`src/psg_pkg.sv`:
```
// ----------------------------------------------------------------------------
// psg_pkg
// Shared types, register codes and the volume table of the sound generator.
// ----------------------------------------------------------------------------
package psg_pkg;

    localparam int NUM_CH = 3;

    // item kinds
    localparam logic FUNC_WRITE = 1'b0;
    localparam logic FUNC_TICK  = 1'b1;

    // register numbers
    localparam logic [3:0] REG_TONE0_LO = 4'd0;
    localparam logic [3:0] REG_NOISE    = 4'd6;
    localparam logic [3:0] REG_MIXER    = 4'd7;
    localparam logic [3:0] REG_AMP0     = 4'd8;
    localparam logic [3:0] REG_ENV_LO   = 4'd11;
    localparam logic [3:0] REG_ENV_HI   = 4'd12;
    localparam logic [3:0] REG_ENV_SHAPE = 4'd13;

    // bit 17 lands on the top bit of the 17-bit shifter after the shift
    localparam logic [17:0] LFSR_TAPS = 18'h24000;
    localparam logic [15:0] MIX_BIAS  = 16'h8000;
    localparam logic [7:0]  MIDSCALE  = 8'h80;

    // programmed periods, mixer and volumes
    typedef struct packed {
        logic [NUM_CH-1:0][11:0] tone_raw;
        logic [4:0]              noise_raw;
        logic [5:0]              mixer;
        logic [NUM_CH-1:0][4:0]  amp;
        logic [15:0]             env_raw;
    } t_psg_cfg;

    // envelope shape write
    typedef struct packed {
        logic       wr;
        logic [3:0] shape;
    } t_psg_shape;

    // generator levels after a tick
    typedef struct packed {
        logic [NUM_CH-1:0] tone;
        logic              noise;
        logic [3:0]        env_vol;
    } t_psg_lvl;

    function automatic logic [13:0] level_dac(input logic [3:0] idx);
        logic [13:0] lvl;
        unique case (idx)
            4'd0:    lvl = 14'd30;
            4'd1:    lvl = 14'd406;
            4'd2:    lvl = 14'd788;
            4'd3:    lvl = 14'd1177;
            4'd4:    lvl = 14'd1577;
            4'd5:    lvl = 14'd1991;
            4'd6:    lvl = 14'd2426;
            4'd7:    lvl = 14'd2890;
            4'd8:    lvl = 14'd3395;
            4'd9:    lvl = 14'd3959;
            4'd10:   lvl = 14'd4606;
            4'd11:   lvl = 14'd5370;
            4'd12:   lvl = 14'd6300;
            4'd13:   lvl = 14'd7463;
            4'd14:   lvl = 14'd8958;
            default: lvl = 14'd10922;
        endcase
        return lvl;
    endfunction

endpackage

```
`src/psg_regs.sv`:
```
// ----------------------------------------------------------------------------
// psg_regs
// Register file: decodes writes into periods, mixer, volumes and shape.
// ----------------------------------------------------------------------------
module psg_regs (
    input  logic                 i_clk,
    input  logic                 i_rst_n,
    input  logic                 i_wr,
    input  logic [3:0]           i_addr,
    input  logic [7:0]           i_value,
    output psg_pkg::t_psg_cfg    o_cfg,
    output psg_pkg::t_psg_shape  o_shape
);
    import psg_pkg::*;

    t_psg_cfg r_cfg;
    t_psg_cfg n_cfg;

    always_comb begin
        n_cfg = r_cfg;
        if (i_wr) begin
            for (int c = 0; c < NUM_CH; c++) begin
                if (i_addr == REG_TONE0_LO + 4'(2 * c)) begin
                    n_cfg.tone_raw[c][7:0] = i_value;
                end
                if (i_addr == REG_TONE0_LO + 4'(2 * c + 1)) begin
                    n_cfg.tone_raw[c][11:8] = i_value[3:0];
                end
                if (i_addr == REG_AMP0 + 4'(c)) begin
                    n_cfg.amp[c] = i_value[4:0];
                end
            end
            if (i_addr == REG_NOISE) begin
                n_cfg.noise_raw = i_value[4:0];
            end
            if (i_addr == REG_MIXER) begin
                n_cfg.mixer = i_value[5:0];
            end
            if (i_addr == REG_ENV_LO) begin
                n_cfg.env_raw[7:0] = i_value;
            end
            if (i_addr == REG_ENV_HI) begin
                n_cfg.env_raw[15:8] = i_value;
            end
        end
    end

    always_ff @(posedge i_clk) begin
        if (!i_rst_n) begin
            r_cfg <= '0;
        end else begin
            r_cfg <= n_cfg;
        end
    end

    assign o_cfg         = r_cfg;
    assign o_shape.wr    = i_wr && (i_addr == REG_ENV_SHAPE);
    assign o_shape.shape = i_value[3:0];

endmodule

```
`src/psg_gen.sv`:
```
// ----------------------------------------------------------------------------
// psg_gen
// Tone dividers, noise divider with LFSR, envelope divider and sequencer.
// ----------------------------------------------------------------------------
module psg_gen (
    input  logic                 i_clk,
    input  logic                 i_rst_n,
    input  logic                 i_tick,
    input  psg_pkg::t_psg_cfg    i_cfg,
    input  psg_pkg::t_psg_shape  i_shape,
    output psg_pkg::t_psg_lvl    o_lvl
);
    import psg_pkg::*;

    logic [NUM_CH-1:0][11:0] r_tone_cnt,  n_tone_cnt;
    logic [NUM_CH-1:0]       r_tone_lvl,  n_tone_lvl;
    logic [4:0]              r_noise_cnt, n_noise_cnt;
    logic [16:0]             r_noise_shift, n_noise_shift;
    logic                    r_noise_lvl, n_noise_lvl;
    logic [16:0]             r_env_cnt,   n_env_cnt;
    logic [3:0]              r_env_pos,   n_env_pos;
    logic                    r_env_attack, n_env_attack;
    logic                    r_env_alt,    n_env_alt;
    logic                    r_env_hold,   n_env_hold;
    logic                    r_env_holding, n_env_holding;

    logic [11:0] tone_per;
    logic [4:0]  noise_per;
    logic [16:0] env_per;

    always_comb begin
        n_tone_cnt    = r_tone_cnt;
        n_tone_lvl    = r_tone_lvl;
        n_noise_cnt   = r_noise_cnt;
        n_noise_shift = r_noise_shift;
        n_noise_lvl   = r_noise_lvl;
        n_env_cnt     = r_env_cnt;
        n_env_pos     = r_env_pos;
        n_env_attack  = r_env_attack;
        n_env_alt     = r_env_alt;
        n_env_hold    = r_env_hold;
        n_env_holding = r_env_holding;
        tone_per      = 12'd1;
        // zero periods act as the shortest period
        noise_per = (i_cfg.noise_raw == 5'd0) ? 5'd1 : i_cfg.noise_raw;
        env_per   = {((i_cfg.env_raw == 16'd0) ? 16'd1 : i_cfg.env_raw), 1'b0};

        if (i_shape.wr) begin
            n_env_pos     = 4'd15;
            n_env_holding = 1'b0;
            n_env_attack  = i_shape.shape[2];
            n_env_hold    = !i_shape.shape[3] || i_shape.shape[0];
            n_env_alt     = i_shape.shape[3] ? i_shape.shape[1] : i_shape.shape[2];
        end else if (i_tick) begin
            n_noise_cnt = r_noise_cnt + 5'd1;
            if (n_noise_cnt >= noise_per) begin
                n_noise_cnt   = 5'd0;
                n_noise_lvl   = r_noise_lvl ^ r_noise_shift[1] ^ r_noise_shift[0];
                n_noise_shift = r_noise_shift[0] ?
                    {LFSR_TAPS[17], r_noise_shift[16:1] ^ LFSR_TAPS[16:1]} :
                    {1'b0, r_noise_shift[16:1]};
            end

            if (!r_env_holding) begin
                n_env_cnt = r_env_cnt + 17'd1;
                if (n_env_cnt >= env_per) begin
                    n_env_cnt = 17'd0;
                    if (r_env_pos == 4'd0) begin
                        // end of a ramp: flip direction if alternating, then hold or restart
                        n_env_attack  = r_env_attack ^ r_env_alt;
                        n_env_pos     = r_env_hold ? 4'd0 : 4'd15;
                        n_env_holding = r_env_hold;
                    end else begin
                        n_env_pos = r_env_pos - 4'd1;
                    end
                end
            end

            for (int c = 0; c < NUM_CH; c++) begin
                tone_per = (i_cfg.tone_raw[c] == 12'd0) ? 12'd1 : i_cfg.tone_raw[c];
                n_tone_cnt[c] = r_tone_cnt[c] + 12'd1;
                if (n_tone_cnt[c] >= tone_per) begin
                    n_tone_cnt[c] = 12'd0;
                    n_tone_lvl[c] = !r_tone_lvl[c];
                end
            end
        end
    end

    always_ff @(posedge i_clk) begin
        if (!i_rst_n) begin
            r_tone_cnt    <= '0;
            r_tone_lvl    <= '0;
            r_noise_cnt   <= 5'd0;
            r_noise_shift <= 17'd1;
            r_noise_lvl   <= 1'b1;
            r_env_cnt     <= 17'd0;
            r_env_pos     <= 4'd15;
            r_env_attack  <= 1'b0;
            r_env_alt     <= 1'b0;
            r_env_hold    <= 1'b1;
            r_env_holding <= 1'b0;
        end else begin
            r_tone_cnt    <= n_tone_cnt;
            r_tone_lvl    <= n_tone_lvl;
            r_noise_cnt   <= n_noise_cnt;
            r_noise_shift <= n_noise_shift;
            r_noise_lvl   <= n_noise_lvl;
            r_env_cnt     <= n_env_cnt;
            r_env_pos     <= n_env_pos;
            r_env_attack  <= n_env_attack;
            r_env_alt     <= n_env_alt;
            r_env_hold    <= n_env_hold;
            r_env_holding <= n_env_holding;
        end
    end

    // the mixer sees the levels as they stand after this tick
    assign o_lvl.tone    = n_tone_lvl;
    assign o_lvl.noise   = n_noise_lvl;
    assign o_lvl.env_vol = n_env_pos ^ {4{n_env_attack}};

    a_lfsr_nonzero: assert property (@(posedge i_clk) disable iff (!i_rst_n)
        r_noise_shift != 17'd0)
        else $error("noise lfsr reached the all-zero state");

    a_hold_at_floor: assert property (@(posedge i_clk) disable iff (!i_rst_n)
        r_env_holding |-> (r_env_pos == 4'd0))
        else $error("envelope holding away from position zero");

endmodule

```
`src/psg_mix.sv`:
```
// ----------------------------------------------------------------------------
// psg_mix
// Channel mixer, volume table lookup and output register.
// ----------------------------------------------------------------------------
module psg_mix (
    input  logic               i_clk,
    input  logic               i_rst_n,
    input  logic               i_load,
    input  logic               i_sound_en,
    input  psg_pkg::t_psg_cfg  i_cfg,
    input  psg_pkg::t_psg_lvl  i_lvl,
    input  logic               i_out_stall,
    output logic               o_out_valid,
    output logic [7:0]         o_out_sample
);
    import psg_pkg::*;

    logic        r_valid, n_valid;
    logic [7:0]  r_sample;
    logic [15:0] vol;
    logic [3:0]  idx;

    always_comb begin
        vol = MIX_BIAS;
        idx = 4'd0;
        for (int c = 0; c < NUM_CH; c++) begin
            idx = i_cfg.amp[c][4] ? i_lvl.env_vol : i_cfg.amp[c][3:0];
            if ((i_lvl.tone[c] || i_cfg.mixer[c]) && (i_lvl.noise || i_cfg.mixer[c + 3])) begin
                vol = vol + {2'b00, level_dac(idx)};
            end
        end
    end

    always_comb begin
        n_valid = r_valid && i_out_stall;
        if (i_load) begin
            n_valid = 1'b1;
        end
    end

    always_ff @(posedge i_clk) begin
        if (!i_rst_n) begin
            r_valid <= 1'b0;
        end else begin
            r_valid <= n_valid;
        end
    end

    always_ff @(posedge i_clk) begin
        if (i_load) begin
            r_sample <= i_sound_en ? vol[15:8] : MIDSCALE;
        end
    end

    assign o_out_valid  = r_valid;
    assign o_out_sample = r_sample;

endmodule

```
`src/psg_tone_noise_envelope_generator.sv`:
```
// ----------------------------------------------------------------------------
// psg_tone_noise_envelope_generator
// Three-channel tone, noise and envelope sound generator.
// ----------------------------------------------------------------------------
// Input channel (i_in_valid / o_in_stall) carries register writes
// (i_in_func = 0, i_in_reg_addr, i_in_reg_value) and sample ticks
// (i_in_func = 1). Each tick yields one 8-bit sample on the output channel
// (o_out_valid / i_out_stall); a write yields nothing.
// An accepted item waits in the input register and is processed
// as it leaves it: a write updates the register file, a tick advances the
// dividers and loads the sample register. A sample is valid from the edge
// at which its tick leaves the input register. One item per cycle is taken,
// sustained, while the receiver does not stall.
// When the receiver stalls, the held sample stays put and further writes
// still go through; a tick behind it waits in the input register until
// the sample register frees, and while it waits the input channel stalls.
// i_cfg_we / i_cfg_wdata set the sound enable bit (0 forces 128); write
// it only while the block is idle.
// Synchronous reset clears the registers to zero, the periods to their
// shortest values, the noise LFSR to one and enables sound; no item or
// sample is pending after reset.
// ----------------------------------------------------------------------------
module psg_tone_noise_envelope_generator (
    input  logic       i_clk,
    input  logic       i_rst_n,
    input  logic       i_in_valid,
    output logic       o_in_stall,
    input  logic       i_in_func,
    input  logic [3:0] i_in_reg_addr,
    input  logic [7:0] i_in_reg_value,
    output logic       o_out_valid,
    input  logic       i_out_stall,
    output logic [7:0] o_out_sample,
    input  logic       i_cfg_we,
    input  logic       i_cfg_wdata
);
    import psg_pkg::*;

    logic       r_in_valid, n_in_valid;
    logic       r_func;
    logic [3:0] r_addr;
    logic [7:0] r_value;
    logic       r_sound_en;

    logic       accept;
    logic       advance;
    logic       adv_write;
    logic       adv_tick;

    t_psg_cfg   cfg;
    t_psg_shape shape;
    t_psg_lvl   lvl;

    // a write never needs the sample register, a tick needs it free
    assign advance   = r_in_valid &&
                       ((r_func == FUNC_WRITE) || !o_out_valid || !i_out_stall);
    assign adv_write = advance && (r_func == FUNC_WRITE);
    assign adv_tick  = advance && (r_func == FUNC_TICK);
    assign o_in_stall = r_in_valid && !advance;
    assign accept     = i_in_valid && !o_in_stall;

    always_comb begin
        n_in_valid = r_in_valid;
        if (accept) begin
            n_in_valid = 1'b1;
        end else if (advance) begin
            n_in_valid = 1'b0;
        end
    end

    always_ff @(posedge i_clk) begin
        if (!i_rst_n) begin
            r_in_valid <= 1'b0;
            r_sound_en <= 1'b1;
        end else begin
            r_in_valid <= n_in_valid;
            if (i_cfg_we) begin
                r_sound_en <= i_cfg_wdata;
            end
        end
    end

    always_ff @(posedge i_clk) begin
        if (accept) begin
            r_func  <= i_in_func;
            r_addr  <= i_in_reg_addr;
            r_value <= i_in_reg_value;
        end
    end

    psg_regs u_regs (
        .i_clk   (i_clk),
        .i_rst_n (i_rst_n),
        .i_wr    (adv_write),
        .i_addr  (r_addr),
        .i_value (r_value),
        .o_cfg   (cfg),
        .o_shape (shape)
    );

    psg_gen u_gen (
        .i_clk   (i_clk),
        .i_rst_n (i_rst_n),
        .i_tick  (adv_tick),
        .i_cfg   (cfg),
        .i_shape (shape),
        .o_lvl   (lvl)
    );

    psg_mix u_mix (
        .i_clk        (i_clk),
        .i_rst_n      (i_rst_n),
        .i_load       (adv_tick),
        .i_sound_en   (r_sound_en),
        .i_cfg        (cfg),
        .i_lvl        (lvl),
        .i_out_stall  (i_out_stall),
        .o_out_valid  (o_out_valid),
        .o_out_sample (o_out_sample)
    );

    a_tick_gives_sample: assert property (@(posedge i_clk) disable iff (!i_rst_n)
        adv_tick |=> o_out_valid)
        else $error("tick left the input register without a sample");

    a_write_no_sample: assert property (@(posedge i_clk) disable iff (!i_rst_n)
        (r_in_valid && (r_func == FUNC_WRITE) && !o_out_valid) |=> !o_out_valid)
        else $error("register write produced a sample");

    a_stall_only_full: assert property (@(posedge i_clk) disable iff (!i_rst_n)
        o_in_stall |-> (r_in_valid && (r_func == FUNC_TICK) && o_out_valid))
        else $error("input stalled without a blocked tick");

endmodule
```
`config.mk`:
```
export PLATFORM = sky130hd
export DESIGN_NAME = psg_tone_noise_envelope_generator
export DESIGN_NICKNAME = d
export VERILOG_FILES = /design/src/psg_pkg.sv /design/src/psg_regs.sv /design/src/psg_gen.sv /design/src/psg_mix.sv /design/src/psg_tone_noise_envelope_generator.sv
export SDC_FILE = /design/constraint.sdc
export NUM_CORES = 1
export LEC_CHECK = 0
export BUFFER_PORTS_ARGS = -buffer_cell sky130_fd_sc_hd__buf_2
export CORE_MARGIN = 8
export CORE_UTILIZATION = 50
export CTS_CLUSTER_SIZE = 20
export DETAILED_ROUTE_END_ITERATION = 6
export HOLD_SLACK_MARGIN = 0.06
export PLACE_DENSITY_LB_ADDON = 0.1
export SLEW_MARGIN = 40
export SYNTH_ARGS = -nofsm -noshare
export SYNTH_HDL_FRONTEND = slang
export SYNTH_SLANG_ARGS = --single-unit
```
`constraint.sdc`:
```
create_clock -name i_clk -period 17.5 [get_ports i_clk]
set_input_delay 1.75 -clock i_clk [delete_from_list [all_inputs] [get_ports i_clk]]
set_output_delay 1.75 -clock i_clk [all_outputs]
set_load 0.02 [all_outputs]
```
Word-level counts from Yosys, hierarchy flattened
Memories as Yosys holds them, arrays and structs flattened.
Cells that the tools add are included.

storage, ports and cells
  memories kept = 3
  input bits = 19
  output and inout port bits = 10
  bits in registers = 189
  bits in read-only memories = 672
  word-level logic and storage cells = 170

operators by class
  muxes and demuxes = 46
  reductions and logical operators = 52
  $add $sub $neg = 9
  bitwise operators = 9
  magnitude comparators = 5
  equality and inequality tests = 13

memory list
  name              words  bits a word  rd ports  clocked after memory_dff  write ports  RTL line       text
  (name not given)  16     14           1         0                         0            psg_pkg.sv:51  unique case (idx)
  (name not given)  16     14           1         0                         0            psg_pkg.sv:51
  (name not given)  16     14           1         0                         0            psg_pkg.sv:51

operators with widths
  operator                count
  $mux 12                 6
  $mux 16                 4
  $mux 14                 3
  $add 12x1->12 const B   3
  $ge 12x12->1            3
  $logic_not 12->1        3
  $mux 4                  9
  $mux 17                 2
  $add 16x14->16          2
  $reduce_and 2->1        14
  $eq 4x4->1 const B      6
  $mux 1                  18
  $add 17x1->17 const B   1
  $ge 17x17->1            1
  $add 16x14->16 const A  1
  $eq 4x3->1 const B      4
  $logic_not 16->1        1
  $logic_and 1x1->1       10
  $mux 5                  2
  $logic_or 1x1->1        9
  $eq 4x2->1 const B      2
  $logic_not 1->1         8
  $logic_not 4->1         2
  $mux 3                  2
  11 further kinds        18

Longest topological paths before layout
Gate-level depths: netlist (run 1).
An unclocked memory read counts as a cell.

  depth after elaboration = 17
  mapped depth = 40
  depth with buffers taken out = 39

Hierarchy
A second synthesis (run 1) with hierarchy kept.

unflattened totals
  cell total of the unflattened synthesis = 1526
  area total of the unflattened synthesis = 12764.7 um^2

modules (own cells, without submodules)
  module                             area an instance (um^2)  sequential area each (um^2)  instances  cells an instance
  psg_gen                            6468.7                   1741.7                       1          810
  psg_regs                           2921.6                   1561.5                       1          287
  psg_mix                            2889.0                   260.2                        1          406
  psg_tone_noise_envelope_generator  485.5                    430.4                        1          23

Worst setup path before layout (run 1)
No wires, ideal clock.

  kind = reg2reg
  start point = register u_gen.r_env_cnt[0]
  end point = register u_mix.r_sample[5], in the netlist u_mix.o_out_sample[5], data pin
  buffers on the path = 1
  required time = 17.239 ns
  setup time = 0.261 ns
  clock period less this slack = 8.217 ns
  arrival time = 7.956 ns
  cell stages (with the launch flop) = 39
  setup slack = 9.283 ns
  cell sequence = dfxtp_1 ha_1 and3_1 nand3_1 nor2b_1 and3_1 clkbuf_1 nand3_1 xnor2_1 ha_1 a211oi_1 nor2_1 nor4_4 a21oi_2 a2bb2oi_1 xnor2_1 nand2_1 a31oi_1 [3 not listed] ha_1 fa_1 a21o_1 a21oi_1 o21bai_1 a21oi_1 o21bai_1 a21oi_1 o21bai_1 a21oi_1 xor2_1 o21ai_0 ha_1 o211ai_1 o21ai_0 a41oi_2 and4_1 a311o_1

on the way
  word-level cells in the longest chain between the ends = 16
  elaborated cells on any way between the ends = 26
  classes of those cells = add/sub: 4; order compare: 1; mux: 17; bitwise: 1; memory: 3

RTL lines
  what                              RTL line        text
  start: declaration                psg_gen.sv:20   logic [16:0] r_env_cnt, n_env_cnt;
  start signal: assignment          psg_gen.sv:109  r_env_cnt <= n_env_cnt;
  $add 17x1->17 *                   psg_gen.sv:65   n_env_cnt = r_env_cnt + 17'd1;
  $ge 17x17->1 *                    psg_gen.sv:66   if (n_env_cnt >= env_per) begin
  $mux 4 or $mux 1 (tied branches)  psg_gen.sv:66
  $mux 4 or $mux 1 (tied branches)  psg_gen.sv:64   if (!r_env_holding) begin
  $mux 4 or $mux 1 (tied branches)  psg_gen.sv:54   end else if (i_tick) begin
  $mux 4 or $mux 1 (tied branches)  psg_gen.sv:48   if (i_shape.wr) begin
  $xor 4x4->4 *                     psg_gen.sv:121  assign o_lvl.env_vol = n_env_pos ^ {4{n_env_attack}};
  $mux 4                            psg_mix.sv:27   idx = i_cfg.amp[c][4] ? i_lvl.env_vol : i_cfg.amp[c][3:0];
  $mem_v2 16x14                     n/a
  $mux 14                           psg_mix.sv:28   if ((i_lvl.tone[c] || i_cfg.mixer[c]) && (i_lvl.noise || i_cfg.mixer[c + 3])) begin
  $add 16x14->16                    psg_mix.sv:29   vol = vol + {2'b00, level_dac(idx)};
  $mux 16                           psg_mix.sv:28
  $add 16x14->16                    psg_mix.sv:29
  $mux 16                           psg_mix.sv:28
  $add 16x14->16                    psg_mix.sv:29
  $mux 16 *                         psg_mix.sv:28
  end signal: assignment            psg_mix.sv:51   r_sample <= i_sound_en ? vol[15:8] : MIDSCALE;
  end: declaration                  psg_mix.sv:19   logic [7:0] r_sample;

Mark *: on every way between the ends. The rest lies on a longest branch, timed or not. The select of a mux whose other input is x is not followed.
A chain may end at the register's enable or synchronous reset.

Worst setup path after layout (run 1)
Same ends and word-level chain as after synthesis.

==> results.py, run 1 <==
metrics = {
    "run_status": {
        "status": "finished, final reports clean",
    },
    "sta": {
        "finalHoldViolCount": 0,
        "period_minus_slack_ns": 9.53,
        "setup_tns_ns": 0,
        "fin_crit_sh": 0.545,
        "finClkSkew_ns": 0.0172,
        "timing.fmax_mhz": 105,
        "max_slew_margin": 0.405,
        "setup_violations": 0,
        "worst_slew_pin_slew_ns": 0.893,
        "rsz0062_at_grt": "false",
        "report.final.slew_viol_count": 0,
    },
    "critical_path": {
        "cp.required_ns": 17.68,
        "cpPeakStageDelay_ns": 0.60,
        "crit_type": "reg -> reg",
        "cp-end-kind": "flop",
        "critPathTopFamily": "compound AO/OA/AOI/OAI gates",
        "crit_slowest_cell": "a31oi_1",
        "cp_num_buf_inv": 1,
        "crit_path_start_kind": "flop",
        "path_common_cell": "a21oi_1",
        "worstPathMaxFanout": 9,
        "crit_arrival_ns": 9.71,
    },
    "cts": {
        "numCtsBuffers": 17,
        "clkTransAtPathRegs_ns": 0.08,
        "cts_resized": 0,
        "tritoncts": "built",
        "ctsHoldBuffers": 0,
        "ctsHtreeMaxLevel": 4,
        "clk_latency_ns": 0.44,
        "cts_buffer_depth": 2,
        "cts_setup_buffers": 0,
        "cts.sinks": 189,
        "root_buffer": "clkbuf_16",
    },
    "logic_synthesis": {
        "syn-instance-count": 1477,
        "synth-seq-cells": 189,
        "synthTopCellsByArea": "dfxtp_1 (28%), ha_1 (11%), mux2i_1 (7.3%), nor2_1 (6.0%), edfxtp_1 (5.2%)",
        "ys_seq_area_frac": 0.327,
        "syn_nets": 1600,
        "synth_top_area_share": 0.275,
        "syn_area_mm2": 0.0122,
        "yosysWarnings": 0,
        "synth_edf_count": 21,
        "synth-async-reset-ratio": 0,
        "synth_ff_type": "dfxtp_1",
        "yosys.area.top_type": "dfxtp_1",
        "syn_area_per_cell_um2": 8.28,
        "synthDistinctLibCells": 86,
    },
    "route": {
        "finalWirelength_mm": 29.0,
        "drc_errors": 0,
        "drt_iter0_drc": 660,
        "viasPerCell": 5.55,
        "ant_nets": 0,
        "drtPass1Iterations": 5,
        "wl_per_cell_um": 16.0,
        "via_count": 10000,
    },
    "min_path": {
        "hold_path_class": "reg -> reg",
    },
    "place": {
        "hpwlAfterDp_mm": 20.7,
        "io_buffers": 28,
        "gp_congestion": 0.863,
    },
    "floorplan": {
        "ioPinCount": 29,
        "row_count": 57,
        "die_w_um": 172,
        "core-area_mm2": 0.0242,
        "die_area_mm2": 0.0297,
        "die_h_um": 172,
        "start_util": 0.506,
    },
    "global_route": {
        "grt-ovfl-total": 0,
        "grtUsageMet2": 0.322,
        "grt_pass1_vias": 9663,
        "grt_util_met1": 0.280,
        "grt_max_degree": 83,
        "top_usage_layer": "met2",
        "grt_first_pass_wirelength_mm": 48.8,
        "met3_usage": 0.0269,
        "gr-usage-all-layers": 0.202,
        "antenna_found_initial": 0,
    },
    "power": {
        "leakage_uw": 0.00577,
        "power_density_mw_per_mm2": 70.2,
        "ir_worst_vdd_v": 0.0000495,
        "power_uw": 929,
    },
    "final_layout": {
        "antennaDiodeCount": 0,
        "final_layout_size_suffix_gt1_frac": 0.0782,
        "fin_nets": 1593,
        "syn_to_final_growth_pct": 8.25,
    },
    "run": {
        "cap_violations": 0,
    },
}
## report_power, final
| group | switching [µW] | internal [µW] |
|---|---|---|
| Combinational | 54.0 | 32.5 |
| Clock | 198 | 194 |
| Sequential | 7.84 | 443 |
| Total | 259 | 669 |
## kinds of logic (layout without fill, tap and decap cells)
group           count (synthesis)  count (layout)  synth area share
compound gates                328             328             0.175
fa+ha+maj                     104             104             0.107
flops                         189             189             0.327
buf+inv                       146             152            0.0457
mux                            96              96            0.0795
simple gates                  537             537             0.209
xor+xnor                       77              77            0.0573
## metrics by stage
step,hold WS (ns),area (µm²),util,setup WS [ns],std cells
floorplan,0.436,12200,-,9.28,1477
global placement,0.454,12600,0.522,8.24,1775
detailed placement,0.459,12600,0.523,8.09,1775
CTS,0.469,13200,0.547,8.01,1807
global route,0.485,13200,0.547,7.18,1807
finish,0.471,13200,0.547,7.97,1807
## worst paths after layout
path                                         end  depth (start not counted)  slack [ns]                       startpoint
min reg2reg        u_regs.o_cfg[42]$_SDFFE_PN0P_                          2        0.47    u_regs.o_cfg[42]$_SDFFE_PN0P_
min                u_regs.o_cfg[42]$_SDFFE_PN0P_                          2        0.47    u_regs.o_cfg[42]$_SDFFE_PN0P_
max reg2reg  u_mix.o_out_sample[5]$_SDFFCE_PN0P_                         37        7.97  u_gen.r_env_cnt[0]$_SDFFE_PN0P_
max          u_mix.o_out_sample[5]$_SDFFCE_PN0P_                         37        7.97  u_gen.r_env_cnt[0]$_SDFFE_PN0P_
## layer usage
| metal | up-vias | share of wire |
|---|---|---|
| met3 | 29 | 0.035 |
| li1 | 5197 | - |
| met5 | - | 0 |
| met2 | 154 | 0.45 |
| met4 | 0 | 0.015 |
| met1 | 4646 | 0.50 |
## tightest hold or removal path: cells and delay by family, from the launching register on
family / cells / cell delay, ns
AOI/OAI and AO/OA: 1 / 0.05
DFF: 1 / 0.32
and+or+nand+nor: 1 / 0.05
## state kept, by name, summed over array words and instances (netlist names), 3 cells and up
register and count:
u_mix.o_out_sample 8, u_gen.r_noise_cnt 5, u_gen.r_env_cnt 17, u_gen.r_noise_shift 17, u_gen.r_tone_cnt 36, r_addr 4
u_regs.o_cfg 78, u_gen.r_tone_lvl 3, u_gen.r_env_pos 4, r_value 8
## placed cells by master, fill, tap and decap left out, drive strengths merged, types with 18 or more instances in the layout
cell type	instances
xor2	41
dfxtp	168
edfxtp	21
clkbuf	18
and3	38
nand2	137
ha	103
nor3	23
buf	40
mux2i	90
nor2	194
xnor2	36
o21ai	76
a21o	34
nand3	54
inv	91
a21oi	118
## layout make-up
class | instances | area (µm²)
Multi-Input combinational cell | 1142 | 7710
Fill cell | 2214 | 10900
Inverter | 80 | 303
Clock buffer | 18 | 429
Sequential cell | 189 | 3990
Tap cell | 324 | 405
Clock inverter | 14 | 155
Timing Repair Buffer | 40 | 234
## cell usage after synthesis, drive strengths merged, types with 36 or more instances
cell type and n:
a21oi 118, and3 38, clkbuf 62, dfxtp 168
ha 103, inv 79, mux2i 90, nand2 137
nand3 54, nor2 194, o21ai 76, xnor2 36
xor2 41
No activity file was read; power rests on OpenSTA's default activity.
==> run 2: changes to the inputs <==
- clock period: 17.5 -> 8.9 ns (I/O delays scaled with it)
==> run 2 against run 1 <==
  * Sequential share of layout area down 0.54 points
  * Clock power up 100%
  * Sequential power up 97%
  * Largest cell class unchanged
==> results.py, run 2 (synthesis results as in run 1) <==
metrics = {
    "power": {
        "p_seq_frac": 0.481,
        "ir_worst_vdd_v": 0.0000969,
        "power_frac_comb": 0.094,
        "leakage_uw": 0.00589,
        "p_switching_uw": 523,
        "clkPwrFrac": 0.425,
        "swShare": 0.283,
        "intPower_uw": 1320,
        "power_uw": 1840,
        "power_density_mw_per_mm2": 137,
    },
    "final_layout": {
        "layout_commonest_cell": "nor2_1",
        "register_area_mm2": 0.00399,
        "final_layout_size_suffix_gt1_frac": 0.0999,
        "design_area_mm2": 0.0135,
        "syn_to_final_growth_pct": 10.2,
        "final_cell_mix": "nor2_1 (192), dfxtp_1 (168), nand2_1 (137)",
        "fin_nets": 1611,
        "fillers": 2207,
        "largest_reg_flops": 78,
        "antennaDiodeCount": 0,
        "multi_input_area_mm2": 0.00779,
        "fin_cells": 1825,
    },
    "critical_path": {
        "worstPathMaxFanout": 8,
        "r2r_cells": 39,
        "crit_slowest_cell": "fa_1",
        "critPathTopFamily": "compound AO/OA/AOI/OAI gates",
        "crit_type": "reg -> reg",
        "cp_num_buf_inv": 2,
        "path_common_cell": "ha_1",
        "cp-end-kind": "flop",
        "crit_arrival_ns": 8.57,
        "cp.required_ns": 9.10,
        "cpPeakStageDelay_ns": 0.41,
        "crit_path_start_kind": "flop",
        "cp.depth": 39,
    },
    "global_route": {
        "grt_pass1_vias": 9582,
        "gr-usage-all-layers": 0.200,
        "grt-ovfl-total": 0,
        "grt_max_degree": 86,
        "grt_first_pass_wirelength_mm": 48.3,
        "antenna_found_initial": 0,
    },
    "min_path": {
        "hold_depth": 2,
        "hold_path_class": "reg -> reg",
    },
    "route": {
        "viasPerCell": 5.61,
        "wl_per_cell_um": 16.1,
        "drtPass1Iterations": 5,
        "drc_errors": 0,
        "finalWirelength_mm": 29.4,
        "via_count": 10200,
        "ant_nets": 0,
        "drt_iter0_drc": 744,
    },
    "cts": {
        "numCtsBuffers": 17,
        "cts_buffer_depth": 2,
        "clk_latency_ns": 0.45,
        "clkTransAtPathRegs_ns": 0.08,
        "root_buffer": "clkbuf_16",
        "tritoncts": "built",
        "ctsHoldBuffers": 0,
        "ctsHtreeMaxLevel": 4,
        "cts.sinks": 189,
    },
    "place": {
        "io_buffers": 28,
        "post_dp_cell_area_mm2": 0.0127,
        "dp_worst_setup_slack_ns": 0.224,
        "gp_congestion": 0.920,
        "dp.cells": 1790,
        "hpwlAfterDp_mm": 21.0,
    },
    "sta": {
        "report.final.slew_viol_count": 0,
        "timing.fmax_mhz": 119,
        "layout_setup_ws_ns": 0.528,
        "timing.hold.ws_ns": 0.466,
        "finalHoldViolCount": 0,
        "setup_violations": 0,
        "period_minus_slack_ns": 8.37,
        "worst_slew_pin_slew_ns": 0.840,
        "fin_crit_sh": 0.941,
        "max_slew_margin": 0.440,
        "finClkSkew_ns": 0.0142,
    },
    "floorplan": {
        "die_h_um": 172,
        "row_count": 57,
        "ioPinCount": 29,
        "core-area_mm2": 0.0242,
        "die_area_mm2": 0.0297,
        "die_w_um": 172,
        "start_util": 0.506,
    },
    "run": {
        "cap_violations": 0,
    },
    "run_status": {
        "status": "finished, final reports clean",
    },
}
[run 2: worst min-delay path, stage by stage (launching register included)]
cell	delay, ns
dfxtp_1	0.32
nand2_1	0.05
a21oi_1	0.05
[run 2: worst paths after layout]
kind / start / endpoint / slack, ns
setup / recovery: u_gen.r_env_cnt[0]$_SDFFE_PN0P_ / u_mix.o_out_sample[5]$_SDFFCE_PN0P_ / 0.53
hold reg to reg: u_regs.o_cfg[42]$_SDFFE_PN0P_ / u_regs.o_cfg[42]$_SDFFE_PN0P_ / 0.47
setup reg to reg: u_gen.r_env_cnt[0]$_SDFFE_PN0P_ / u_mix.o_out_sample[5]$_SDFFCE_PN0P_ / 0.53
hold / removal: u_regs.o_cfg[42]$_SDFFE_PN0P_ / u_regs.o_cfg[42]$_SDFFE_PN0P_ / 0.47
[run 2: power by group through the flow]
stage / combinational [µW] / clock [µW] / sequential (µW)
after floorplan: 126 / 0 / 899
after global placement: 169 / 0 / 907
after detailed placement: 170 / 0 / 907
after CTS: 171 / 800 / 887
after global routing: 193 / 842 / 889
final: 174 / 784 / 887
[run 2: routing by layer]
metal / track usage / vias up / wire [µm]
li1: - / 5229 / -
met1: 0.281 / 4773 / 15000
met2: 0.322 / 205 / 13100
met3: 0.0265 / 31 / 980
met4: 0.0427 / 0 / 269
met5: 0 / - / 0
[run 2: repair_timing]
action / in CTS / in global routing
setup buffers: 0 / 3
gates resized for setup: 0 / 22
endpoints found under the setup margin: 0 / 6
[run 2: area by class of cell]
class                   count  area share
inverters                  80      0.0227
flip-flops and latches    189       0.296
clock inverters            15      0.0134
well taps                 324      0.0301
repair buffers             58      0.0271
multi-input cells        1142       0.579
clock buffers              17      0.0316
[run 2: through the flow]
step                      setup TNS [ns]   util
after floorplan                        0      -
after global placement                 0  0.527
after detailed placement               0  0.527
after CTS                              0  0.552
after global routing             -0.0222  0.557
final                                  0  0.557
